**src/rtl/core/rhc_pkg.sv**
```systemverilog
// rhc_pkg: widths, hue sector constants and the side-band record shared by
// the RGB to HSL converter. No dependencies.
package rhc_pkg;

  localparam int CH_W  = 8;
  localparam int HUE_W = 9;
  localparam int SAT_W = 16;
  localparam int SUM_W = 9;

  // Restoring divider shape, sized for the saturation quotient (up to 65536).
  // The hue quotient (0..60) runs through the same shape.
  localparam int DIV_NUM_W = 25;
  localparam int DIV_DEN_W = 9;
  localparam int DIV_Q_W   = 17;
  localparam int HUE_Q_W   = 6;

  // Sector start angles in degrees
  localparam logic [HUE_W-1:0] HUE_RED  = 9'd0;
  localparam logic [HUE_W-1:0] HUE_YEL  = 9'd60;
  localparam logic [HUE_W-1:0] HUE_GRN  = 9'd120;
  localparam logic [HUE_W-1:0] HUE_CYN  = 9'd180;
  localparam logic [HUE_W-1:0] HUE_BLU  = 9'd240;
  localparam logic [HUE_W-1:0] HUE_MAG  = 9'd300;
  localparam logic [HUE_W-1:0] HUE_WRAP = 9'd360;

  localparam logic [SUM_W-1:0] SUM_MID  = 9'd255;
  localparam logic [SUM_W-1:0] SUM_FULL = 9'd510;

  // 2 * 60: numerator scale for round-half-up of 60*d/chroma
  localparam logic [14:0] HUE_SCALE = 15'd120;

  typedef struct packed {
    logic             gray;
    logic [HUE_W-1:0] base;
    logic [SUM_W-1:0] sum;
  } side_t;

endpackage

```
**src/rtl/core/rgb_to_hsl_convert.sv**
```systemverilog
// rgb_to_hsl_convert: pipelined RGB to HSL pixel converter, top level.
// Depends on rhc_pkg and rhc_div.
//
// Usage:
//   Drive red/green/blue and pulse start. A request is taken at each rising
//   edge with start high and busy low; busy is never raised, so one pixel
//   can be taken every clock cycle.
//   Each request produces one result on hue/saturation/lightness, marked by
//   done for exactly one cycle. Results come out in request order.
//   The pipeline has three front stages (max/min, sector, dividend build),
//   17 stages of the restoring divider (one quotient bit each, sized by the
//   17-bit saturation quotient) and one output register. Throughput is one
//   pixel per cycle.
//   The receiver has no hold-off; the pipeline never stalls.
//   Reset (rst, synchronous) clears every valid bit, dropping requests in
//   flight; done stays low until new results arrive.
//   Grey pixels give hue 0 and saturation 0; lightness is max+min (/510).
module rgb_to_hsl_convert
  import rhc_pkg::*;
(
  input  logic             clk,
  input  logic             rst,
  input  logic             start,
  output logic             busy,
  input  logic [CH_W-1:0]  red,
  input  logic [CH_W-1:0]  green,
  input  logic [CH_W-1:0]  blue,
  output logic             done,
  output logic [HUE_W-1:0] hue,
  output logic [SAT_W-1:0] saturation,
  output logic [SUM_W-1:0] lightness
);

  assign busy = 1'b0;

  // ---------------- stage A: channel max / min
  logic [CH_W-1:0] in_max;
  logic [CH_W-1:0] in_min;
  logic [CH_W-1:0] rg_max;
  logic [CH_W-1:0] rg_min;

  assign rg_max = (red > green) ? red : green;
  assign rg_min = (red < green) ? red : green;
  assign in_max = (rg_max > blue) ? rg_max : blue;
  assign in_min = (rg_min < blue) ? rg_min : blue;

  logic            a_vld;
  logic [CH_W-1:0] a_red;
  logic [CH_W-1:0] a_green;
  logic [CH_W-1:0] a_blue;
  logic [CH_W-1:0] a_max;
  logic [CH_W-1:0] a_min;

  always_ff @(posedge clk) begin
    if (rst) begin
      a_vld <= 1'b0;
    end else begin
      a_vld <= start && !busy;
    end
  end

  always_ff @(posedge clk) begin
    a_red   <= red;
    a_green <= green;
    a_blue  <= blue;
    a_max   <= in_max;
    a_min   <= in_min;
  end

  // ---------------- stage B: chroma, sum, sector
  // Falling half of a sector is folded into the rising half of the one
  // before it: base - 60*d/c == (base-60) + 60*(c-d)/c.
  logic [CH_W-1:0]  chroma_c;
  logic [SUM_W-1:0] sum_c;
  logic [HUE_W-1:0] base_c;
  logic [CH_W-1:0]  d_c;

  assign chroma_c = a_max - a_min;
  assign sum_c    = {1'b0, a_max} + {1'b0, a_min};

  always_comb begin
    if (a_max == a_red) begin
      if (a_green >= a_blue) begin
        base_c = HUE_RED;
        d_c    = a_green - a_blue;
      end else begin
        base_c = HUE_MAG;
        d_c    = chroma_c - (a_blue - a_green);
      end
    end else if (a_max == a_green) begin
      if (a_blue >= a_red) begin
        base_c = HUE_GRN;
        d_c    = a_blue - a_red;
      end else begin
        base_c = HUE_YEL;
        d_c    = chroma_c - (a_red - a_blue);
      end
    end else begin
      if (a_red >= a_green) begin
        base_c = HUE_BLU;
        d_c    = a_red - a_green;
      end else begin
        base_c = HUE_CYN;
        d_c    = chroma_c - (a_green - a_red);
      end
    end
  end

  logic             b_vld;
  logic [CH_W-1:0]  b_chroma;
  logic [SUM_W-1:0] b_sum;
  logic [HUE_W-1:0] b_base;
  logic [CH_W-1:0]  b_d;

  always_ff @(posedge clk) begin
    if (rst) begin
      b_vld <= 1'b0;
    end else begin
      b_vld <= a_vld;
    end
  end

  always_ff @(posedge clk) begin
    b_chroma <= chroma_c;
    b_sum    <= sum_c;
    b_base   <= base_c;
    b_d      <= d_c;
  end

  // ---------------- stage C: dividends and divisors
  // hue offset = floor((120*d + c) / (2c)), saturation = floor((c*2^17 + den) / (2den))
  logic [CH_W-1:0]      den_c;
  logic [14:0]          hnum_c;
  logic [DIV_NUM_W-1:0] snum_c;

  assign den_c  = (b_sum <= SUM_MID) ? b_sum[CH_W-1:0] : CH_W'(SUM_FULL - b_sum);
  assign hnum_c = 15'(b_d) * HUE_SCALE + 15'(b_chroma);
  assign snum_c = {b_chroma, 17'b0} + DIV_NUM_W'(den_c);

  logic                 c_vld;
  logic [DIV_NUM_W-1:0] c_hnum;
  logic [DIV_DEN_W-1:0] c_hden;
  logic [DIV_NUM_W-1:0] c_snum;
  logic [DIV_DEN_W-1:0] c_sden;
  side_t                c_side;

  always_ff @(posedge clk) begin
    if (rst) begin
      c_vld <= 1'b0;
    end else begin
      c_vld <= b_vld;
    end
  end

  always_ff @(posedge clk) begin
    c_hnum      <= DIV_NUM_W'(hnum_c);
    c_hden      <= {b_chroma, 1'b0};
    c_snum      <= snum_c;
    c_sden      <= {den_c, 1'b0};
    c_side.gray <= (b_chroma == '0);
    c_side.base <= b_base;
    c_side.sum  <= b_sum;
  end

  // ---------------- divider stages
  logic               div_vld;
  logic               sat_vld;
  logic [DIV_Q_W-1:0] hue_q;
  logic [DIV_Q_W-1:0] sat_q;

  rhc_div #(
    .NUM_W (DIV_NUM_W),
    .DEN_W (DIV_DEN_W),
    .Q_W   (DIV_Q_W)
  ) u_hue_div (
    .clk     (clk),
    .rst     (rst),
    .in_vld  (c_vld),
    .num     (c_hnum),
    .den     (c_hden),
    .out_vld (div_vld),
    .quo     (hue_q)
  );

  rhc_div #(
    .NUM_W (DIV_NUM_W),
    .DEN_W (DIV_DEN_W),
    .Q_W   (DIV_Q_W)
  ) u_sat_div (
    .clk     (clk),
    .rst     (rst),
    .in_vld  (c_vld),
    .num     (c_snum),
    .den     (c_sden),
    .out_vld (sat_vld),
    .quo     (sat_q)
  );

  // side data rides alongside the divider
  side_t side_q [1:DIV_Q_W];

  always_ff @(posedge clk) begin
    side_q[1] <= c_side;
    for (int i = 1; i < DIV_Q_W; i++) begin
      side_q[i+1] <= side_q[i];
    end
  end

  // ---------------- output stage
  side_t            d_side;
  logic [HUE_W-1:0] hue_sum;
  logic [HUE_W-1:0] hue_c;
  logic [SAT_W-1:0] sat_c;

  assign d_side  = side_q[DIV_Q_W];
  assign hue_sum = d_side.base + HUE_W'(hue_q[HUE_Q_W-1:0]);

  always_comb begin
    if (d_side.gray) begin
      hue_c = '0;
      sat_c = '0;
    end else begin
      hue_c = (hue_sum >= HUE_WRAP) ? hue_sum - HUE_WRAP : hue_sum;
      sat_c = sat_q[DIV_Q_W-1] ? '1 : sat_q[SAT_W-1:0];
    end
  end

  always_ff @(posedge clk) begin
    if (rst) begin
      done <= 1'b0;
    end else begin
      done <= div_vld;
    end
  end

  always_ff @(posedge clk) begin
    hue        <= hue_c;
    saturation <= sat_c;
    lightness  <= d_side.sum;
  end

  // ---------------- checks
  a_latency : assert property (@(posedge clk) disable iff (rst)
    (start && !busy) |-> ##21 done)
    else $error("result strobe missing 21 cycles after request");

  a_hue_range : assert property (@(posedge clk) disable iff (rst)
    done |-> (hue < HUE_WRAP) && (lightness <= SUM_FULL))
    else $error("hue or lightness out of range");

  a_black_white : assert property (@(posedge clk) disable iff (rst)
    (done && (lightness == '0 || lightness == SUM_FULL)) |->
      (hue == '0 && saturation == '0))
    else $error("black or white pixel with nonzero hue or saturation");

  a_div_lockstep : assert property (@(posedge clk) disable iff (rst)
    div_vld == sat_vld)
    else $error("hue and saturation dividers out of step");

endmodule

```
**src/rtl/core/rhc_div.sv**
```systemverilog
// rhc_div: pipelined restoring divider, one quotient bit per stage.
// Depends on rhc_pkg for default widths.
module rhc_div
  import rhc_pkg::*;
#(
  parameter int NUM_W = DIV_NUM_W,
  parameter int DEN_W = DIV_DEN_W,
  parameter int Q_W   = DIV_Q_W
) (
  input  logic             clk,
  input  logic             rst,
  input  logic             in_vld,
  input  logic [NUM_W-1:0] num,
  input  logic [DEN_W-1:0] den,
  output logic             out_vld,
  output logic [Q_W-1:0]   quo
);

  localparam int W = DEN_W + Q_W;

  // num must stay below den * 2**Q_W
  logic             vld [1:Q_W];
  logic [Q_W-1:0]   q   [1:Q_W];
  logic [W-1:0]     rem [1:Q_W-1];
  logic [DEN_W-1:0] dv  [1:Q_W-1];

  for (genvar k = 0; k < Q_W; k++) begin : g_stage
    logic [W-1:0]     rem_in;
    logic [W-1:0]     trial;
    logic [DEN_W-1:0] dv_in;
    logic [Q_W-1:0]   q_in;
    logic             vld_in;
    logic             ge;

    if (k == 0) begin : g_first
      assign rem_in = W'(num);
      assign dv_in  = den;
      assign q_in   = '0;
      assign vld_in = in_vld;
    end else begin : g_next
      assign rem_in = rem[k];
      assign dv_in  = dv[k];
      assign q_in   = q[k];
      assign vld_in = vld[k];
    end

    assign trial = W'(dv_in) << (Q_W - 1 - k);
    assign ge    = rem_in >= trial;

    always_ff @(posedge clk) begin
      if (rst) begin
        vld[k+1] <= 1'b0;
      end else begin
        vld[k+1] <= vld_in;
      end
    end

    always_ff @(posedge clk) begin
      q[k+1] <= {q_in[Q_W-2:0], ge};
    end

    if (k < Q_W - 1) begin : g_carry
      always_ff @(posedge clk) begin
        rem[k+1] <= ge ? rem_in - trial : rem_in;
        dv[k+1]  <= dv_in;
      end
    end
  end

  assign out_vld = vld[Q_W];
  assign quo     = q[Q_W];

endmodule

```
**config.mk**
```make
export PLATFORM = sky130hd
export DESIGN_NAME = rgb_to_hsl_convert
export DESIGN_NICKNAME = d
export VERILOG_FILES = /design/src/rtl/core/rhc_pkg.sv /design/src/rtl/core/rgb_to_hsl_convert.sv /design/src/rtl/core/rhc_div.sv
export SDC_FILE = /design/constraint.sdc
export NUM_CORES = 2
export LEC_CHECK = 0
export ABC_AREA = 1
export BUFFER_PORTS_ARGS = -buffer_cell sky130_fd_sc_hd__buf_2
export CAP_MARGIN = 20
export CORE_MARGIN = 3
export CORE_UTILIZATION = 58
export DETAILED_ROUTE_END_ITERATION = 8
export GPL_TIMING_DRIVEN = 0
export PLACE_DENSITY = 0.81
export SLEW_MARGIN = 30
export SYNTH_ARGS = -nofsm -noshare
export SYNTH_HDL_FRONTEND = slang
export SYNTH_SLANG_ARGS = --single-unit
```
**constraint.sdc**
```tcl
create_clock -name clk -period 6 [get_ports clk]
set_input_delay 0 -clock clk [delete_from_list [all_inputs] [get_ports clk]]
set_output_delay 0 -clock clk [all_outputs]
set_load 0.1 [all_outputs]
```
**After elaboration in Yosys (flattened, before gate mapping)**

Memory sizes are Yosys's and may differ from the RTL's. A register that Yosys moved wholly into a read port is not among the register bits.
Cells that the tools add are included.

- Multiply operators: 1
- Bitwise gates (word level): 17
- Multiplexer cells: 69
- Add/sub/neg operators: 48
- Reductions and logical operators: 1
- Equality and inequality tests: 2
- $lt $le $gt $ge: 43

Operators by type and width:

| operator | count |
|---|---|
| 2-to-1 mux 26 bit | 32 |
| 2-to-1 mux 8 bit | 10 |
| subtractor 8 bit | 10 |
| >= comparator 26 x 10 -> 1 bit | 2 |
| >= comparator 26 x 11 -> 1 bit | 2 |
| >= comparator 26 x 12 -> 1 bit | 2 |
| >= comparator 26 x 13 -> 1 bit | 2 |
| >= comparator 26 x 14 -> 1 bit | 2 |
| >= comparator 26 x 15 -> 1 bit | 2 |
| >= comparator 26 x 16 -> 1 bit | 2 |
| >= comparator 26 x 17 -> 1 bit | 2 |
| >= comparator 26 x 18 -> 1 bit | 2 |
| >= comparator 26 x 19 -> 1 bit | 2 |
| >= comparator 26 x 20 -> 1 bit | 2 |
| >= comparator 26 x 21 -> 1 bit | 2 |
| >= comparator 26 x 22 -> 1 bit | 2 |
| >= comparator 26 x 23 -> 1 bit | 2 |
| >= comparator 26 x 24 -> 1 bit | 2 |
| >= comparator 26 x 9 -> 1 bit | 2 |
| subtractor 26 x 10 -> 26 bit | 2 |
| subtractor 26 x 11 -> 26 bit | 2 |
| subtractor 26 x 12 -> 26 bit | 2 |
| subtractor 26 x 13 -> 26 bit | 2 |
| subtractor 26 x 14 -> 26 bit | 2 |
| 33 further kinds | 87 |

- Memory bits (writable): 2038
- Memories kept: 8
- Logic and storage cells: 211
- Flip-flop bits (word level): 186

Memories:

| name | words | width | read ports | clocked after Yosys merged registers in | write ports | RTL line | source |
|---|---|---|---|---|---|---|---|
| u_hue_div.rem | 16 | 26 | 16 | 0 | 16 | rhc_div.sv:24 | `logic [W-1:0] rem [1:Q_W-1];` |
| u_sat_div.rem | 16 | 26 | 16 | 0 | 16 | rhc_div.sv:24 |  |
| side_q | 17 | 19 | 17 | 0 | 17 | rgb_to_hsl_convert.sv:200 | `side_t side_q [1:DIV_Q_W];` |
| u_hue_div.q | 17 | 17 | 17 | 0 | 17 | rhc_div.sv:23 | `logic [Q_W-1:0] q [1:Q_W];` |
| u_sat_div.q | 17 | 17 | 17 | 0 | 17 | rhc_div.sv:23 |  |
| u_hue_div.dv | 16 | 9 | 16 | 0 | 16 | rhc_div.sv:25 | `logic [DEN_W-1:0] dv [1:Q_W-1];` |
| +2 memories | -- | -- | -- | -- | -- | -- |  |

**Longest topological paths before layout**

- Depth in word-level cells: 5
- Gate-level depth with buffers: 22
- Mapped depth without buffers: 22

**Hierarchy**

From an unflattened synthesis, not the netlist that was laid out.

- Cell total of the unflattened synthesis: 10044
- Area, all modules: 79740.2 sq um

By module, submodules not included:

| module | instances | area an instance (sq um) | sequential area each (sq um) | cells each |
|---|---|---|---|---|
| rhc_div at u_hue_div | 1 | 32250.9 | 14614.0 | 4295 |
| rhc_div at u_sat_div | 1 | 32199.6 | 14614.0 | 4291 |
| rgb_to_hsl_convert | 1 | 15289.7 | 8828.5 | 1458 |

**Worst setup path before layout**

No wires, ideal clock.

- Path kind: reg2reg
- Start point: register a_max[0]
- End point: register b_d[7]
- Library setup time: 0.120 ns
- Data arrival time: 3.141 ns
- Data required time: 5.880 ns
- Stages on the path, launching flop included: 22
- Slack: 2.739 ns
- Cells stage by stage: dfxtp_1 -> inv_1 -> ha_1 -> inv_1 -> fa_1 -> a21oi_1 -> o21ai_0 -> a21oi_1 -> o21ai_0 -> xor2_1 -> inv_1 -> fa_1 -> inv_1 -> ha_1 -> nand2_1 -> o21ai_0 -> a21oi_1 -> nand3b_1 -> nand3_1 -> nand2_1 -> nand2_1 -> nand3_1

- Word-level cells in the longest chain between the ends: 5

RTL lines:

| what | RTL line | source |
|---|---|---|
| start: declaration | rgb_to_hsl_convert.sv:51 | `logic [CH_W-1:0] a_max;` |
| start signal: assignment | rgb_to_hsl_convert.sv:66 | `a_max <= in_max;` |
| subtractor 8 bit (*) | rgb_to_hsl_convert.sv:78 | `assign chroma_c = a_max - a_min;` |
| named net chroma_c[6] | rgb_to_hsl_convert.sv:73 | `logic [CH_W-1:0] chroma_c;` |
| subtractor 8 bit, on equally long branches | rgb_to_hsl_convert.sv:104, rgb_to_hsl_convert.sv:96 |  |
| 2-to-1 mux 8 bit, on equally long branches | rgb_to_hsl_convert.sv:99, rgb_to_hsl_convert.sv:91 |  |
| 2-to-1 mux 8 bit | rgb_to_hsl_convert.sv:90 | `end else if (a_max == a_green) begin` |
| 2-to-1 mux 8 bit (*) | rgb_to_hsl_convert.sv:82 | `if (a_max == a_red) begin` |
| named net d_c[7] | rgb_to_hsl_convert.sv:76 | `logic [CH_W-1:0] d_c;` |
| end signal: assignment | rgb_to_hsl_convert.sv:127 | `b_d <= d_c;` |
| end: declaration | rgb_to_hsl_convert.sv:113 | `logic [CH_W-1:0] b_d;` |

The timed path passes the listed nets; every way through them passes the cells marked *.
A chain may end at the register's enable or synchronous reset.

**Worst setup path after layout**

Ends and elaborated chain as after synthesis.

==> impl_results.md <==
* Maximum root-to-sink buffer count at 3
* Overall Global Routing Usage at roughly 25%
* Chip Width at around 330 µm
* Data arrival time of the critical path at between 4 and 5 ns
* Nets at between 7000 and 8000
* Core Box Area at 0.104 mm²
* Cell types occupying the most area after synthesis: sky130_fd_sc_hd__dfxtp_1 (49%), sky130_fd_sc_hd__ha_1 (7.7%), sky130_fd_sc_hd__nand2_1 (6.9%), sky130_fd_sc_hd__inv_1 (6.6%), sky130_fd_sc_hd__nor2_1 (3.9%)
* Area share of the largest cell type after synthesis at approximately half
* Ordered list of cells on the worst path: inv_1 > ha_1 > inv_1 > fa_1 > a21oi_1 > o21ai_0 > a21oi_1 > o21ai_0 > xor2_1 > inv_1 > fa_1 > inv_1 > ha_1 > nand2_1 > inv_1 > nand4_1 > o211ai_1 > inv_1 > nand2_1 > nand3_1 > nand3_1 > nand3_1
* Number of sinks handled by clock tree synthesis at about 1500
* Finished Cell Area at 0.0685 mm²
* CTS tree: done
* Diode insertion count for antenna repair at 0
* Number of flops mapped to enable cells by yosys at 0
* Max_cap viols at 0
* Post-synth ARST share at 0%
* Avg Synthesized Cell Area at between 8 and 9 µm²
* Critical Path Source Type: register
* Synthesized netlist cell count at ~7000
* Clock network latency to the later pin of the worst-skew pair at about 0.75 ns
* Result of the run: completed
* Vias in the first global route at roughly 46000
* Filler Cells Inserted at around 8300
* Worst slew margin relative to its limit at a little over half
* Flip-flop and latch count after synthesis at about 1500
* Number of antenna violations at the first check in global routing at 0
* Initial cell density of the core at between 50% and 60%
* Final Hold Violating Endpoints at 0
* Largest stage delay on the critical path at roughly 0.49 ns
* Worst hold path type: in -> reg
* Total Die Area at ~0.11 mm²
* Routability congestion estimate at 0.976
* Mean number of vias per cell at ~5.3
* Yosys synthesis warning count at 0
* Final wirelength at ~140000 µm
* Cell Area, Placed at between 0.06 and 0.07 mm²
* Number of slew-limit violations in the final report at 0
* Number of search-and-repair iterations in the first detailed-routing pass at 6
* Total length of routed met3 wires at 5880 µm
* Summed negative setup slack over all endpoints at 0 ns
* Mean routed wirelength per cell at approximately 16 µm
* Most frequent cells after synthesis: sky130_fd_sc_hd__dfxtp_1 (1486), sky130_fd_sc_hd__nand2_1 (1125), sky130_fd_sc_hd__inv_1 (1070), sky130_fd_sc_hd__nor2_1 (636), sky130_fd_sc_hd__a21oi_1 (378)
* First-iteration detailed-routing DRC count at between 2000 and 3000
* Most common cell on crit path: sky130_fd_sc_hd__inv_1
* Cell area after synthesis at 0.0608 mm²
* Cell type with the largest total area after synthesis: sky130_fd_sc_hd__dfxtp_1
* Critical-path maximum fanout at 4
* Data required time of the critical path at 6.61 ns
* Top_reg_cell synth: sky130_fd_sc_hd__dfxtp_1
* Post-cts gate resize count at 0
* Setup crit end kind: register
* Number of remaining DRC errors at 0
* Final worst clock skew at around 0.023 ns
* Layout Area Growth over Synthesis at 12.6%
* Top-level port count at between 60 and 70
* Share of post-route cells with drive strength above 1 at 7.75%
* Count of H-tree levels built during CTS at 4
* Number of clock buffers inserted by TritonCTS at about 150
* Setup CP Type: reg -> reg
* Max Used Layer: met4
* Post-CTS setup buffer count at 0
* CTS clk-pin slew, worst paths at ~0.060 ns
* Measured slew at the worst slew-check pin at just under 0.7 ns
* Proportion of synthesized chip area in sequential cells at approximately half
* Die height at about 330 µm
* First-pass GRT wire length at approximately 220000 µm
* Row cnt at 118
* Number of input and output port buffers inserted at 61
* Largest net degree at the start of global routing at 17
* HPWL after detailed placement at approximately 100000 µm
* Final setup vio count at 0
* Overflow left after global routing at 0
* Distinct cells, synth at 75
* Cell with the largest stage delay on the worst path: sky130_fd_sc_hd__fa_1
* Setup repair after global routing missed its margin: no
* Met1 Wirelength at 55000 µm
* Shortest clock period the worst path allows after layout at roughly 4.2 ns
* Clock root buffer: sky130_fd_sc_hd__clkbuf_16
* Number of nets with antenna violations after detailed routing at 0
* Via count at ~46000
* Top-count cell post-synth: sky130_fd_sc_hd__dfxtp_1
* Peak clock frequency supported by timing at between 200 and 250 MHz
* Metal2 WL at ~69000 µm
* Ratio of final minimum period to clock period at a little over two thirds
-- through the flow --
stage	instances	util (%)	setup WS, ns	hold slack, ns
final	8782	66.0	1.82	0.0971
after global routing	8782	66.0	1.61	0.100
after CTS	8782	66.0	1.96	0.0260
after detailed placement	8467	60.6	2.05	0.153
after global placement	8467	60.6	2.05	0.149
after floorplan	7026	-	2.74	0.0277
-- worst paths after layout --
path	startpoint	endpoint	slack (ns)	cells past startpoint
worst max-delay path	a_max[0]$_DFF_P_	b_d[7]$_DFF_P_	1.82	22
worst min-delay path	blue[7]	a_min[7]$_DFF_P_	0.1	4
worst max register to register	a_max[0]$_DFF_P_	b_d[7]$_DFF_P_	1.82	22
worst min register to register	c_side[15]$_DFF_P_	side_q[0][34]$_DFF_P_	0.32	0
-- critical path, delay by kind of cell, from the launching register on --
kind	cells	cell delay [ns]
buffers and inverters	6	0.51
flip-flops	1	0.41
AND/OR/NAND/NOR	6	0.58
adder cells (fa/ha/maj)	4	1.21
XOR/XNOR	1	0.30
AO/OA/AOI/OAI	5	0.98
-- final cells by class --
class | count | area (µm²) | share of cell area (%)
well taps | 1380 | 1730 | 2.52
clock inverters | 80 | 1130 | 1.64
multi-input cells | 4383 | 26600 | 38.8
flip-flops and latches | 1486 | 29700 | 43.4
plain buffers | 60 | 399 | 0.582
inverters | 1097 | 4130 | 6.02
repair buffers | 114 | 836 | 1.22
clock buffers | 182 | 3980 | 5.81
-- layer usage --
layer  vias to the layer above  GRT usage (%)
met5                         -              0
met4                         0           13.8
met3                       441           3.19
met2                      1254           46.2
met1                     21300           28.2
li1                      23200              -
-- what timing repair did --
item,4_1_cts,5_1_grt
setup endpoints to repair,0,0
hold endpoints to repair,61,0
hold buffers,53,0
-- state kept, by name (all words and copies together), names as in the netlist, 9 cells and up, named ones only --
register / flops
u_hue_div.rem: 406
u_sat_div.rem: 361
side_q: 273
u_sat_div.q: 153
u_hue_div.dv: 81
u_hue_div.q: 21
u_sat_div.dv: 21
u_hue_div.vld: 17
c_side: 16
saturation: 16
c_hnum: 12
b_sum: 9
hue: 9
lightness: 9
-- cells by family after synthesis --
family / share of synthesized area [%]
DFF: 48.9
buffers and inverters: 7.44
and+or+nand+nor: 18.4
other: 0.00616
xor gates and xnor gates: 5.80
AOI/OAI and AO/OA: 9.40
adders and majority gates: 10.1
-- cell usage in the layout (no fill, tap or decap), drive strengths merged, types with 4 or more instances in the layout --
cell type	synthesis	routed
a211oi	13	13
a21boi	6	6
a21o	19	19
a21oi	397	397
a31oi	22	22
buf	51	112
bufinv	0	20
clkbuf	9	191
clkinv	1	35
clkinvlp	0	10
dfxtp	1486	1486
dlygate4sd3	0	53
fa	72	72
ha	374	374
inv	1096	1112
nand2	1142	1142
nand3	243	243
nand3b	32	32
nand4	136	136
nor2	660	660
nor3	127	127
nor3b	6	6
nor4	92	92
o2111ai	22	22
o211ai	34	34
o21a	9	9
o21ai	424	424
o21bai	21	21
o311ai	4	4
o31ai	13	13
or2	83	83
xnor2	154	154
xor2	248	248
Power is not shown: default switching activity piles up to over one toggle a cycle in this logic, so the estimate is an artifact.
